`src/sravg_pkg.sv`:
```
package sravg_pkg;

	localparam int unsigned SAMPLE_W  = 16;
	localparam int unsigned SUM_W     = 32;
	localparam int unsigned STEP_W    = $clog2(SAMPLE_W);
	localparam logic [SAMPLE_W-1:0] MAX_COUNT = 16'd65535;
	localparam logic [SAMPLE_W-1:0] MIN_RESET = 16'hFFFF;

	typedef struct packed {
		logic accept;    // sample item taken this cycle
		logic close;     // accepted item is the last of its run
		logic div_step;  // advance the divider by one quotient bit
		logic out_load;  // move divider result into the output register
	} sravg_cmd_t;

	typedef struct packed {
		logic div_done;  // final quotient bit is produced this cycle
	} sravg_sts_t;

endpackage

```
`src/sravg_ctrl.sv`:
```
module sravg_ctrl
	import sravg_pkg::*;
(
	input  logic       clk,
	input  logic       arst_n,
	input  logic       in_valid,
	input  logic       last,
	output logic       in_stall,
	output logic       out_valid,
	input  logic       out_stall,
	input  sravg_sts_t sts,
	output sravg_cmd_t cmd
);

	typedef enum logic [1:0] {
		ST_ACC,
		ST_DIV,
		ST_LOAD
	} state_t;

	state_t state_q;
	logic   out_valid_q;
	logic   accept;
	logic   out_free;
	logic   load;

	assign in_stall  = (state_q != ST_ACC);
	assign accept    = in_valid && !in_stall;
	assign out_free  = !out_valid_q || !out_stall;
	assign load      = (state_q == ST_LOAD) && out_free;
	assign out_valid = out_valid_q;

	always_comb begin
		cmd.accept   = accept;
		cmd.close    = accept && last;
		cmd.div_step = (state_q == ST_DIV);
		cmd.out_load = load;
	end

	always_ff @(posedge clk or negedge arst_n) begin
		if (!arst_n) begin
			state_q     <= ST_ACC;
			out_valid_q <= 1'b0;
		end else begin
			unique case (state_q)
				ST_ACC: begin
					if (accept && last) begin
						state_q <= ST_DIV;
					end
				end
				ST_DIV: begin
					if (sts.div_done) begin
						state_q <= ST_LOAD;
					end
				end
				ST_LOAD: begin
					if (out_free) begin
						state_q <= ST_ACC;
					end
				end
				default: begin
					state_q <= ST_ACC;
				end
			endcase
			if (load) begin
				out_valid_q <= 1'b1;
			end else if (out_valid_q && !out_stall) begin
				out_valid_q <= 1'b0;
			end
		end
	end

endmodule

```
`src/sravg_dp.sv`:
```
module sravg_dp
	import sravg_pkg::*;
(
	input  logic                clk,
	input  logic                arst_n,
	input  logic [SAMPLE_W-1:0] sample,
	input  sravg_cmd_t          cmd,
	output sravg_sts_t          sts,
	output logic [SAMPLE_W-1:0] average,
	output logic [SAMPLE_W-1:0] largest,
	output logic [SAMPLE_W-1:0] smallest,
	output logic                overrun
);

	// run accumulators
	logic [SUM_W-1:0]    sum_q;
	logic [SAMPLE_W-1:0] count_q;
	logic [SAMPLE_W-1:0] max_q;
	logic [SAMPLE_W-1:0] min_q;
	logic                ovr_q;

	// divider and its snapshot of the closed run
	logic [SAMPLE_W-1:0] rem_q;
	logic [SAMPLE_W-1:0] quo_q;
	logic [SAMPLE_W-1:0] div_q;
	logic                zero_q;
	logic [STEP_W-1:0]   step_q;
	logic [SAMPLE_W-1:0] rmax_q;
	logic [SAMPLE_W-1:0] rmin_q;
	logic                rovr_q;

	// output register
	logic [SAMPLE_W-1:0] avg_q;
	logic [SAMPLE_W-1:0] lrg_q;
	logic [SAMPLE_W-1:0] sml_q;
	logic                ovo_q;

	logic                room;
	logic [SUM_W-1:0]    sum_n;
	logic [SAMPLE_W-1:0] count_n;
	logic [SAMPLE_W-1:0] max_n;
	logic [SAMPLE_W-1:0] min_n;
	logic                ovr_n;
	logic [SAMPLE_W:0]   trial;
	logic [SAMPLE_W:0]   diff;
	logic                qbit;

	assign room = (count_q < MAX_COUNT);

	always_comb begin
		sum_n   = sum_q;
		count_n = count_q;
		max_n   = max_q;
		min_n   = min_q;
		ovr_n   = ovr_q;
		if (room) begin
			sum_n   = sum_q + {{(SUM_W-SAMPLE_W){1'b0}}, sample};
			count_n = count_q + 1'b1;
			if (sample > max_q) begin
				max_n = sample;
			end
			if (sample < min_q) begin
				min_n = sample;
			end
		end else begin
			ovr_n = 1'b1;
		end
	end

	// restoring division, one quotient bit a cycle; the high half of the sum
	// is always below the count, so the quotient fits in SAMPLE_W bits
	assign trial = {rem_q, quo_q[SAMPLE_W-1]};
	assign diff  = trial - {1'b0, div_q};
	assign qbit  = !diff[SAMPLE_W];

	assign sts.div_done = cmd.div_step && (step_q == {STEP_W{1'b1}});

	always_ff @(posedge clk or negedge arst_n) begin
		if (!arst_n) begin
			sum_q   <= '0;
			count_q <= '0;
			max_q   <= '0;
			min_q   <= MIN_RESET;
			ovr_q   <= 1'b0;
			step_q  <= '0;
		end else begin
			if (cmd.close) begin
				sum_q   <= '0;
				count_q <= '0;
				max_q   <= '0;
				min_q   <= MIN_RESET;
				ovr_q   <= 1'b0;
			end else if (cmd.accept) begin
				sum_q   <= sum_n;
				count_q <= count_n;
				max_q   <= max_n;
				min_q   <= min_n;
				ovr_q   <= ovr_n;
			end
			if (cmd.close) begin
				step_q <= '0;
			end else if (cmd.div_step) begin
				step_q <= step_q + 1'b1;
			end
		end
	end

	always_ff @(posedge clk) begin
		if (cmd.close) begin
			rem_q  <= sum_n[SUM_W-1:SAMPLE_W];
			quo_q  <= sum_n[SAMPLE_W-1:0];
			div_q  <= count_n;
			zero_q <= (count_n == '0);
			rmax_q <= max_n;
			rmin_q <= min_n;
			rovr_q <= ovr_n;
		end else if (cmd.div_step) begin
			rem_q <= qbit ? diff[SAMPLE_W-1:0] : trial[SAMPLE_W-1:0];
			quo_q <= {quo_q[SAMPLE_W-2:0], qbit};
		end
		if (cmd.out_load) begin
			avg_q <= zero_q ? '0 : quo_q;
			lrg_q <= rmax_q;
			sml_q <= rmin_q;
			ovo_q <= rovr_q;
		end
	end

	assign average  = avg_q;
	assign largest  = lrg_q;
	assign smallest = sml_q;
	assign overrun  = ovo_q;

endmodule

```
`src/sample_run_average_min_max_core.sv`:
```
// Running average, maximum and minimum over runs of unsigned 16-bit samples.
// Samples are taken one per cycle while in_stall is low; the item with last
// set closes the run and yields one result item (truncated sum/count average,
// max, min and an overrun flag set when samples beyond 65535 in a run were
// dropped). Closing a run starts the restoring divider, which produces one
// quotient bit a cycle, so in_stall stays high after a last item through the
// 16 divide steps and the load of the output register, and longer if the
// previous result is still stalled there. Non-last items never produce a result.
module sample_run_average_min_max_core
	import sravg_pkg::*;
(
	input  logic                clk,
	input  logic                arst_n,
	input  logic                in_valid,
	output logic                in_stall,
	input  logic [SAMPLE_W-1:0] sample,
	input  logic                last,
	output logic                out_valid,
	input  logic                out_stall,
	output logic [SAMPLE_W-1:0] average,
	output logic [SAMPLE_W-1:0] largest,
	output logic [SAMPLE_W-1:0] smallest,
	output logic                overrun
);

	sravg_cmd_t cmd;
	sravg_sts_t sts;

	sravg_ctrl u_ctrl (
		.clk       (clk),
		.arst_n    (arst_n),
		.in_valid  (in_valid),
		.last      (last),
		.in_stall  (in_stall),
		.out_valid (out_valid),
		.out_stall (out_stall),
		.sts       (sts),
		.cmd       (cmd)
	);

	sravg_dp u_dp (
		.clk      (clk),
		.arst_n   (arst_n),
		.sample   (sample),
		.cmd      (cmd),
		.sts      (sts),
		.average  (average),
		.largest  (largest),
		.smallest (smallest),
		.overrun  (overrun)
	);

endmodule

```
`config.mk`:
```
export PLATFORM = sky130hd
export DESIGN_NAME = sample_run_average_min_max_core
export DESIGN_NICKNAME = d
export VERILOG_FILES = /design/src/sravg_pkg.sv /design/src/sravg_ctrl.sv /design/src/sravg_dp.sv /design/src/sample_run_average_min_max_core.sv
export SDC_FILE = /design/constraint.sdc
export NUM_CORES = 1
export LEC_CHECK = 0
export ABC_AREA = 1
export BUFFER_PORTS_ARGS = -buffer_cell sky130_fd_sc_hd__buf_2
export CAP_MARGIN = 15
export CORE_ASPECT_RATIO = 0.75
export CORE_MARGIN = 1
export CORE_UTILIZATION = 45
export CTS_BUF_LIST = sky130_fd_sc_hd__clkbuf_8
export DETAILED_ROUTE_END_ITERATION = 8
export PLACE_DENSITY = 0.65
export SYNTH_ARGS = -nofsm -noshare
export SYNTH_HDL_FRONTEND = slang
export SYNTH_SLANG_ARGS = --single-unit
```
`constraint.sdc`:
```
create_clock -name clk -period 4.8 [get_ports clk]
set_clock_uncertainty 0.1 [all_clocks]
set_input_delay 0 -clock clk [delete_from_list [all_inputs] [get_ports clk]]
set_output_delay 0 -clock clk [all_outputs]
set_load 0.03 [all_outputs]
```
==> impl_metrics.tcl, run 1 <==
set metrics [dict create \
    cp_slowest_cell "nor2_2" \
    finalMaxSlewViolations 0 \
    r2r_start "u_dp.count_q[0]" \
    wl_um 34130 \
    yosys_warnings 0 \
    worst_path_most_repeated_cell "nand2_1" \
    critPathLaunch "u_dp.count_q[0]" \
    root_buffer "clkbuf_8" \
    powerDensity_nw_per_um2 549.5 \
    cts_resized 0 \
    slew_headroom_pct 35.09 \
    area_growth_pct 12.41 \
    track_usage_pct 23.65 \
    io_buffers 71 \
    crit_arrival_ns 3.95 \
    dp_cells 2082 \
    cap_violations 0 \
    clock-sinks 219 \
    seqCellArea_sq_um 6156 \
    fillers 2719 \
    layout_setup_ws_ns 1.297 \
    row_count 53 \
    clk_pin_slew_ns 0.07 \
    dr.pass1.iters 5 \
    grt_setup_unrepaired "no" \
    vias 11070 \
    yosysSeqAreaShare_pct 47.71 \
    min_path_type "in -> reg" \
    drc 0 \
    place_area_sq_um 13690 \
    chipHeight_um 148.6 \
    fmax_ghz 0.2855 \
    crit_buf_inv 3 \
    grt_overflow_total 0 \
    max_stage_delay_ns 0.59 \
    status "finished clean" \
    wire_per_inst_um 15.78 \
    die_x_um 197.5 \
    yosysUniqueCellTypes 36 \
    crit_cells 13 \
    grt_pass1_wl_um 53990 \
    dr.first_iter.drc_count 1095 \
    die-area_sq_um 29360 \
    antennaDiodeCount 0 \
    path_cells "ha_1, nand2_2, nor2_4, nand4_2, buf_4, nand2_1, nor2_2, nand2_2, nand2_1, nand3_1, nand2_1, dlygate4sd3_1, inv_1" \
    power_leakage_nw 7.267 \
    finalInstanceArea_sq_um 14500 \
    hpwl_um 24080 \
    cts_tree "done" \
    multi_input_area_sq_um 5627 \
    via_per_inst 5.121 \
    syn_nets 1741 \
    gp_congestion 0.9249 \
    worst-path-max-fanout 17 \
    postSynthAreaPerCell_sq_um 7.805 \
    layout-drive-gt1-share_pct 9.285 \
    period_share_pct 72.98 \
    cts_buffers 31 \
    worst_setup_path_start_kind "register" \
    r2r_slack_ns 1.30 \
    setup_violations 0 \
    netlist_instances 1653 \
    antenna_found_initial 0 \
    crit_family "simple AND/OR/NAND/NOR gates" \
    clockBufferDepth 3 \
    grt_max_degree 63 \
    fin_nets 1841 \
    synth_seq_cells 219 \
    stdcell_count 2162 \
    grt_pass1_vias 10070 \
    critical_path_class "reg -> reg" \
    endpoint_kind "register" \
    coreArea_sq_um 28120 \
    io_pins 72 \
    tns_ns 0 \
    htreeDepth 1 \
    clock_latency_ns 0.60 \
    hold_viol 0 \
    start_util_pct 45.89 \
    ir_drop_uv 231.2 \
    period_minus_slack_ns 3.503 \
    synth_area_sq_um 12900 \
    critPathCapture "u_dp.min_q[0]" \
    r2r.worst_path.cells 13 \
    post-place-ws_ns 1.854 \
    reg2reg_to "u_dp.min_q[0]" \
    ant_nets 0 \
    tightest_slew_ns 0.9736 \
    worstPathRequired_ns 5.24 \
]
==> area by class of cell <==
cell class / count / share of cell area, %
Tap cell: 385 / 3.321
Sequential cell: 219 / 42.44
Clock inverter: 21 / 0.5521
Timing Repair Buffer: 105 / 4.693
Inverter: 262 / 6.781
Clock buffer: 36 / 3.416
Multi-Input combinational cell: 1134 / 38.79
==> where the power goes <==
group,internal [mW],switching (mW)
Clock,0.676,0.718
Sequential,2.74,0.328
Combinational,1.18,2.33
==> kinds of logic after synthesis <==
group | share of synthesized area (%)
xor gates and xnor gates | 1.493
buffers and inverters | 8.883
DFF | 47.71
AOI/OAI and AO/OA | 4.335
adders and majority gates | 6.614
and+or+nand+nor | 30.96
==> per-layer routing <==
layer | global-route usage, % | wire length, um
met1 | 38.05 | 17400
met2 | 33.20 | 13520
met4 | 4.070 | 536
met3 | 3.855 | 2665
met5 | 0 | 0
==> worst reg2reg max path, delay by kind of cell (launching register included) <==
| family | cells | cell delay (ns) |
|---|---|---|
| AND/OR/NAND/NOR | 9 | 1.76 |
| flip-flops | 1 | 0.45 |
| buffers and inverters | 3 | 0.85 |
| adder cells (fa/ha/maj) | 1 | 0.31 |
==> cell usage after synthesis, drive strengths merged <==
library cell  number  area, sq um
o21a               1        7.510
nor4               4        25.02
nand2            593         2253
fa                 2        40.04
clkinv             2        7.510
nand3            175        875.8
o211ai             2        15.01
o21ai             42        210.2
inv              260        975.9
clkbuf            26        97.59
edfxtp           131         3934
a21o               1        7.510
nand3b            10        75.07
nor3              17        85.08
a21oi             36        183.9
and2              18        112.6
xor2              11        96.34
or2                7        43.79
nor2             103        424.2
o21bai             3        22.52
nand4             15        100.1
dfrtp             72         1802
buf               12        65.06
xnor2             11        96.34
o22ai             18        112.6
dfstp             16        420.4
ha                65        813.3
==> cell usage in the layout, fill, tap and decap left out, drive strengths merged, types with 16 or more instances in the layout <==
cell           n
nand3        175
buf           83
dlygate4sd3   22
a21oi         36
ha            65
nor2         103
clkbuf        36
nand2        593
o21ai         42
edfxtp       131
nor3          17
dfrtp         72
dfstp         16
o22ai         18
inv          276
and2          18
==> sequential cells by signal, summed over array words and instances, names as in the netlist, 4 cells and up <==
| register | cells |
|---|---|
| u_dp.min_q | 16 |
| u_dp.rmin_q | 16 |
| u_dp.max_q | 16 |
| u_dp.largest | 16 |
| u_dp.step_q | 4 |
| u_dp.smallest | 16 |
| u_dp.rem_q | 16 |
| u_dp.quo_q | 16 |
| u_dp.rmax_q | 16 |
| u_dp.count_q | 16 |
| u_dp.average | 16 |
| u_dp.sum_q | 32 |
| u_dp.div_q | 16 |
==> how the worst min path moves through the flow <==
stage / startpoint / cells after the start / endpoint / slack [ns]
2_1_floorplan: arst_n / 0 / u_ctrl.out_valid / -0.40
3_3_place_gp: arst_n / 1 / u_dp.sum_q[12] / -0.07
3_5_place_dp: arst_n / 1 / u_dp.sum_q[12] / -0.06
4_1_cts: out_stall / 4 / u_ctrl.out_valid / 0.11
5_1_grt: out_stall / 4 / u_ctrl.out_valid / 0.15
6_report: out_stall / 4 / u_ctrl.out_valid / 0.14
==> what timing repair did <==
action                                 CTS  global route
buffers inserted                         0             0
hold buffers                            23             0
endpoints found under the hold margin  140             0
==> per-stage QoR <==
step / total power, mW / hold slack [ns] / util [%]
global placement: 6.436 / -0.06735 / 48.68
floorplan: 5.625 / -0.3956 / -
global route: 8.637 / 0.1478 / 51.58
finish: 7.970 / 0.1384 / 51.58
detailed placement: 6.525 / -0.06160 / 48.68
CTS: 7.957 / 0.1129 / 51.58
Power figures use the tool's default switching activity.
==> inputs of run 2 (changes only) <==
--- a/config.mk
+++ b/config.mk
@@ -5,7 +5,7 @@
 export SDC_FILE = /design/constraint.sdc
 export NUM_CORES = 1
 export LEC_CHECK = 0
-export ABC_AREA = 1
+export ABC_AREA = 0
 export BUFFER_PORTS_ARGS = -buffer_cell sky130_fd_sc_hd__buf_2
 export CAP_MARGIN = 15
 export CORE_ASPECT_RATIO = 0.75
==> constraint.sdc (replaced) <==
create_clock -name clk -period 3.5 [get_ports clk]
set_clock_uncertainty 0.1 [all_clocks]
set_input_delay 0 -clock clk [delete_from_list [all_inputs] [get_ports clk]]
set_output_delay 0 -clock clk [all_outputs]
set_load 0.03 [all_outputs]
==> run 2 against run 1 <==
  * Sequential share of layout area up 2.6 points
  * Routed wire length down 17%
  * Cell area down 5.9%
  * Synthesized area down 7.7%
  * Critical path depth down 4
  * Worst setup slack worse by 1.0 ns
  * Critical endpoint is now u_dp.quo_q[13]
  * Largest cell class unchanged
  * Highest routed layer unchanged
==> impl_metrics.tcl, run 2 <==
set metrics [dict create \
    max_flop_register "u_dp.sum_q" \
    cp_slowest_cell "or3b_2" \
    grt_max_degree 73 \
    grt_pass1_wl_um 46280 \
    die_x_um 189.9 \
    layout_common_cells "139 x nand2_1, 131 x edfxtp_1, 102 x o21ai_0" \
    layout_commonest_cell "nand2_1" \
    period_share_pct 92.70 \
    synth_area_sq_um 11910 \
    period_minus_slack_ns 3.245 \
    setup_violations 0 \
    critPathLaunch "u_dp.sum_q[1]" \
    row_count 51 \
    syn_nets 1233 \
    yosys.area_share.simple_pct 13.54 \
    min_path_type "in -> async" \
    worstPathRequired_ns 3.69 \
    reg2reg_to "u_dp.quo_q[13]" \
    cts_buffers 38 \
    dr.pass1.iters 5 \
    vias 9016 \
    clockBufferDepth 3 \
    synth_top_family_by_area "compound AO/OA/AOI/OAI gates" \
    max_stage_delay_ns 0.54 \
    post-route-util_pct 52.57 \
    r2r_start "u_dp.sum_q[1]" \
    synth_top_area_cell "edfxtp_1" \
    yosys_warnings 0 \
    power_leakage_nw 5.905 \
    worst-path-max-fanout 4 \
    powerDensity_nw_per_um2 787.6 \
    synth_xor_area_share_pct 3.970 \
    cap_violations 0 \
    synthTopCellsByArea "edfxtp_1 33%, dfrtp_1 15%, ha_1 6.8%" \
    worst_setup_path_start_kind "register" \
    area_growth_pct 14.61 \
    synth_compound_area_share_pct 16.02 \
    antennaDiodeCount 0 \
    clock-sinks 219 \
    dr.first_iter.drc_count 728 \
    path_cells "ha_1, a211oi_1, nor4_1, or3b_2, a31oi_1, o21ba_2, xor2_1, o21ai_0, mux2_2" \
    fin_nets 1335 \
    die-area_sq_um 27130 \
    r2r_slack_ns 0.26 \
    post_cts_buffers 0 \
    ys_async_sr_fraction_pct 40.18 \
    power_mw 10.75 \
    endpoint_kind "register" \
    start_util_pct 45.87 \
    wire_per_inst_um 17.55 \
    crit_arrival_ns 3.43 \
    grt_pass1_vias 8423 \
    synth_edf_count 131 \
    largest_reg_flops 32 \
    wl_um 28440 \
    coreArea_sq_um 25970 \
    critPathCapture "u_dp.quo_q[13]" \
    chipHeight_um 142.9 \
    ant_nets 0 \
    antenna_found_initial 0 \
    yosysMostFrequentCell "nand2_1" \
    yosysTopAreaCellShare_pct 33.02 \
    drc 0 \
    grt_setup_unrepaired "no" \
    yosysUniqueCellTypes 74 \
    slew_headroom_pct 30.10 \
    track_usage_pct 21.70 \
    clock_latency_ns 0.54 \
    clk_pin_slew_ns 0.07 \
    finalMaxSlewViolations 0 \
    fmax_ghz 0.3082 \
    netlist_instances 1145 \
    grt_overflow_total 0 \
    layout-drive-gt1-share_pct 15.51 \
    critical_path_class "reg -> reg" \
    synth.top_cells.by_count "140 x nand2_1, 131 x edfxtp_1, 102 x o21ai_0" \
    status "finished clean" \
    synth_seq_cells 219 \
    hpwl_um 19330 \
    yosysSeqAreaShare_pct 51.68 \
    r2r.worst_path.cells 9 \
    cts_tree "done" \
    postSynthAreaPerCell_sq_um 10.40 \
    via_per_inst 5.562 \
    synthMuxAreaShare_pct 3.308 \
    root_buffer "clkbuf_8" \
    tightest_slew_ns 1.048 \
    ir_drop_uv 294.3 \
    htreeDepth 2 \
    tns_ns 0 \
    gp_congestion 0.8621 \
    hold_viol 0 \
    synthAdderAreaFrac_pct 7.163 \
    io_buffers 71 \
    synthFlopType "edfxtp_1" \
    io_pins 72 \
]
run 2: cell types whose count changed in the layout (fill, tap and decap cells not counted), moves of 17 or more:
cell	before	now
a21o_1	1	21
a21oi_1	34	56
nand3_1	175	20
nor2_1	95	57
xnor2_1	11	32
nand4_1	14	31
a22oi_1	0	21
mux2i_1	0	36
nand2_1	585	139
buf_4	12	31
inv_1	273	77
nor2b_1	0	20
o21ai_0	39	102
run 2: worst min path at each step:
stage / start / to / slack (ns) / depth (start not counted)
2_1_floorplan: arst_n / u_ctrl.out_valid / -0.40 / 0
3_3_place_gp: arst_n / u_dp.count_q[10] / 0.13 / 1
3_5_place_dp: arst_n / u_dp.count_q[8] / 0.15 / 1
4_1_cts: arst_n / u_dp.count_q[8] / 0.10 / 2
5_1_grt: arst_n / u_dp.count_q[8] / 0.15 / 2
6_report: arst_n / u_dp.count_q[8] / 0.06 / 2
run 2: final cells by class:
type / instances / area [sq um]
tap: 344 / 430.4
multi-input combinational: 796 / 5268
clock buffer: 42 / 578.1
fill: 2298 / 12320
sequential: 219 / 6156
timing repair buffer: 123 / 823.3
clock inverter: 28 / 138.9
inverter: 69 / 259.0
run 2: cell families after synthesis:
logic type,Yosys count
xor gates and xnor gates,54
muxes,39
and+or+nand+nor,333
adders and majority gates,67
buffers and inverters,130
DFF,219
AOI/OAI and AO/OA,303
run 2: critical path: cells and delay by family, from the launching register on:
family	cells	cell delay, ns
XOR/XNOR	1	0.23
adder cells (fa/ha/maj)	1	0.32
flip-flops	1	0.43
AO/OA/AOI/OAI	4	1.02
AND/OR/NAND/NOR	2	0.63
multiplexers	1	0.27
run 2: stage by stage:
| step | area, sq um | std cells | hold WS, ns | worst slack (ns) |
|---|---|---|---|---|
| after CTS | 13650 | 1621 | 0.1030 | 0.3478 |
| after global routing | 13650 | 1621 | 0.1461 | 0.1266 |
| after global placement | 12740 | 1531 | 0.1316 | 0.3933 |
| after detailed placement | 12740 | 1531 | 0.1499 | 0.3408 |
| final | 13650 | 1621 | 0.06177 | 0.2555 |
| after floorplan | 11920 | 1145 | -0.3956 | 0.1496 |
run 2: power breakdown:
group          switching (mW)  internal, mW  leakage [nW]
clock network            1.08          1.12         0.420
registers               0.419          3.68          2.31
logic                    2.61          1.84          3.18
total                    4.11          6.64          5.91
run 2: timing repair:
item	4_1_cts	5_1_grt
endpoints found under the hold margin	129	0
gates resized for setup	0	0
hold buffers	20	0
run 2: routing by layer:
metal  up-vias  wire (um)  track usage [%]
li1       4393          -                -
met1      4328      15020            34.76
met2       262      11450            30.16
met3        33       1584            3.416
met4         0        386            4.754
met5         -          0                0
==> inputs of run 3 (changes only) <==
--- a/config.mk
+++ b/config.mk
@@ -8,12 +8,14 @@
 export ABC_AREA = 0
 export BUFFER_PORTS_ARGS = -buffer_cell sky130_fd_sc_hd__buf_2
 export CAP_MARGIN = 15
+export CELL_PAD_IN_SITES_DETAIL_PLACEMENT = 1
+export CELL_PAD_IN_SITES_GLOBAL_PLACEMENT = 1
 export CORE_ASPECT_RATIO = 0.75
 export CORE_MARGIN = 1
 export CORE_UTILIZATION = 45
 export CTS_BUF_LIST = sky130_fd_sc_hd__clkbuf_8
 export DETAILED_ROUTE_END_ITERATION = 8
-export PLACE_DENSITY = 0.65
+export PLACE_DENSITY = 0.78
 export SYNTH_ARGS = -nofsm -noshare
 export SYNTH_HDL_FRONTEND = slang
 export SYNTH_SLANG_ARGS = --single-unit
==> run 3 against run 2 <==
  * Cell area grew 0.46%
  * Routed wire length increased by 24%
  * Combinational power increased by 6.3%
  * Fmax is 2.2% lower
  * Sequential share of layout area decreased by 0.21 points
  * Critical endpoint is now u_dp.quo_q[15]
  * Critical path depth did not move
  * Die area is the same
  * Register-to-register slack worse by 0.07 ns
==> impl_metrics.tcl, run 3 (same netlist as run 2, synthesis figures left out) <==
set metrics [dict create \
    clock-sinks 219 \
    dr.pass1.iters 4 \
    coreArea_sq_um 25970 \
    via_per_inst 5.875 \
    period_minus_slack_ns 3.318 \
    fillers 2844 \
    layout_common_cells "139 x nand2_1, 131 x edfxtp_1, 102 x o21ai_0" \
    ant_nets 0 \
    path_cells "ha_1, a211oi_1, nor4_1, or3b_2, a31oi_1, o21ai_0, xor2_1, mux2i_1, o21ai_0" \
    grt_setup_unrepaired "no" \
    cts_tree "done" \
    hpwl_um 24740 \
    io_pins 72 \
    crit_arrival_ns 3.46 \
    tightest_slew_ns 0.9947 \
    cp_slowest_cell "or3b_2" \
    period_share_pct 94.79 \
    grt_pass1_vias 9808 \
    max_flop_register "u_dp.sum_q" \
    grt_pass1_wl_um 55410 \
    track_usage_pct 26.61 \
    antenna_found_initial 0 \
    finalMaxSlewViolations 0 \
    cts_buffers 36 \
    hold-worst-slack_ns 0.03042 \
    clock_latency_ns 0.53 \
    chipHeight_um 142.9 \
    layout-drive-gt1-share_pct 15.79 \
    io_buffers 71 \
    wire_per_inst_um 21.57 \
    worstPathRequired_ns 3.64 \
    clockBufferDepth 3 \
    row_count 51 \
    slew_headroom_pct 33.69 \
    worst_path_most_repeated_cell "o21ai_0" \
    wl_um 35160 \
    dr.first_iter.drc_count 705 \
    worst-path-max-fanout 4 \
    power_leakage_nw 5.961 \
    largest_reg_flops 32 \
    fmax_ghz 0.3014 \
    endpoint_kind "register" \
    post_cts_buffers 0 \
    vias 9577 \
    htreeDepth 2 \
    grt_max_degree 64 \
    max_stage_delay_ns 0.55 \
    layout_commonest_cell "nand2_1" \
    min_path_type "in -> reg" \
    drc 0 \
    fin_nets 1346 \
    critical_path_class "reg -> reg" \
    powerDensity_nw_per_um2 802.0 \
    die_x_um 189.9 \
    crit_buf_inv 0 \
    hold_viol 0 \
    die-area_sq_um 27130 \
    multi_input_area_sq_um 5288 \
    clk_pin_slew_ns 0.06 \
    root_buffer "clkbuf_8" \
    start_util_pct 45.87 \
    seqCellArea_sq_um 6156 \
    crit_family "compound AO/OA/AOI/OAI gates" \
    grt_overflow_total 0 \
    area_growth_pct 15.14 \
    ir_drop_uv 319.2 \
    antennaDiodeCount 0 \
    worst_setup_path_start_kind "register" \
    cap_violations 0 \
    setup_violations 0 \
    status "finished clean" \
    gp_congestion 0.8524 \
    tns_ns 0 \
]
## run 3: cell count changes in the layout (fill, tap and decap cells not counted), sizes merged
cell / before / now
buf: 103 / 117
clkinv: 17 / 3
inv: 80 / 88
clkinvlp: 0 / 2
dlygate4sd3: 20 / 19
## run 3: final cells by class
cell class / count / area share [%]
flip-flops and latches: 219 / 44.88
multi-input cells: 796 / 38.55
repair buffers: 136 / 6.605
clock buffers: 42 / 4.215
well taps: 344 / 3.138
inverters: 69 / 1.888
clock inverters: 24 / 0.7207
## run 3: report_power, final
part           leakage [nW]  internal (mW)  total (mW)  switching [mW]
clock network         0.414           1.09        2.14            1.05
logic                  3.24           1.85        4.73            2.87
registers              2.31           3.68        4.13           0.446
total                  5.96           6.63        11.0            4.37
## run 3: repair_timing
action | in CTS | in global routing
hold buffers | 20 | 0
hold endpoints to repair | 126 | 0
setup endpoints to repair | 0 | 6
resized for setup | 0 | 4
## run 3: final timing paths
kind	from	end	slack [ns]	depth (start not counted)
setup / recovery	u_dp.sum_q[1]	u_dp.quo_q[15]	0.18	9
hold / removal	in_valid	u_dp.count_q[15]	0.03	4
setup reg to reg	u_dp.sum_q[1]	u_dp.quo_q[15]	0.18	9
hold reg to reg	u_dp.rmax_q[10]	u_dp.largest[10]	0.32	0
max in group asynchronous	arst_n	u_dp.min_q[15]	2.17	4
min in group asynchronous	arst_n	u_dp.sum_q[31]	0.42	3
## run 3: metrics by stage
stage	setup WS, ns	cells	power, mW	cell area (sq um)	utilization (%)
3_3_place_gp	0.2498	1544	8.479	12810	49.32
6_report	0.1822	1630	11.00	13720	52.81
3_5_place_dp	0.1224	1544	8.743	12810	49.32
5_1_grt	0.02886	1630	11.72	13720	52.81
2_1_floorplan	0.1496	1145	7.335	11920	-
4_1_cts	0.1003	1630	10.96	13700	52.73
## run 3: worst reg2reg max path: cells and delay by family, from the launching register on
| kind | cells | cell delay [ns] |
|---|---|---|
| AOI/OAI and AO/OA | 4 | 1.12 |
| and+or+nand+nor | 2 | 0.64 |
| DFF | 1 | 0.43 |
| adders and majority gates | 1 | 0.33 |
| muxes | 1 | 0.23 |
| xor gates and xnor gates | 1 | 0.18 |
## run 3: metal layers
| layer | vias up | part of all wire [%] | track usage, % |
|---|---|---|---|
| met5 | - | 0 | 0 |
| met4 | 0 | 1.7 | 6.494 |
| met3 | 51 | 7.5 | 6.119 |
| met2 | 291 | 44 | 40.41 |
| met1 | 4828 | 47 | 38.32 |
| li1 | 4407 | - | - |
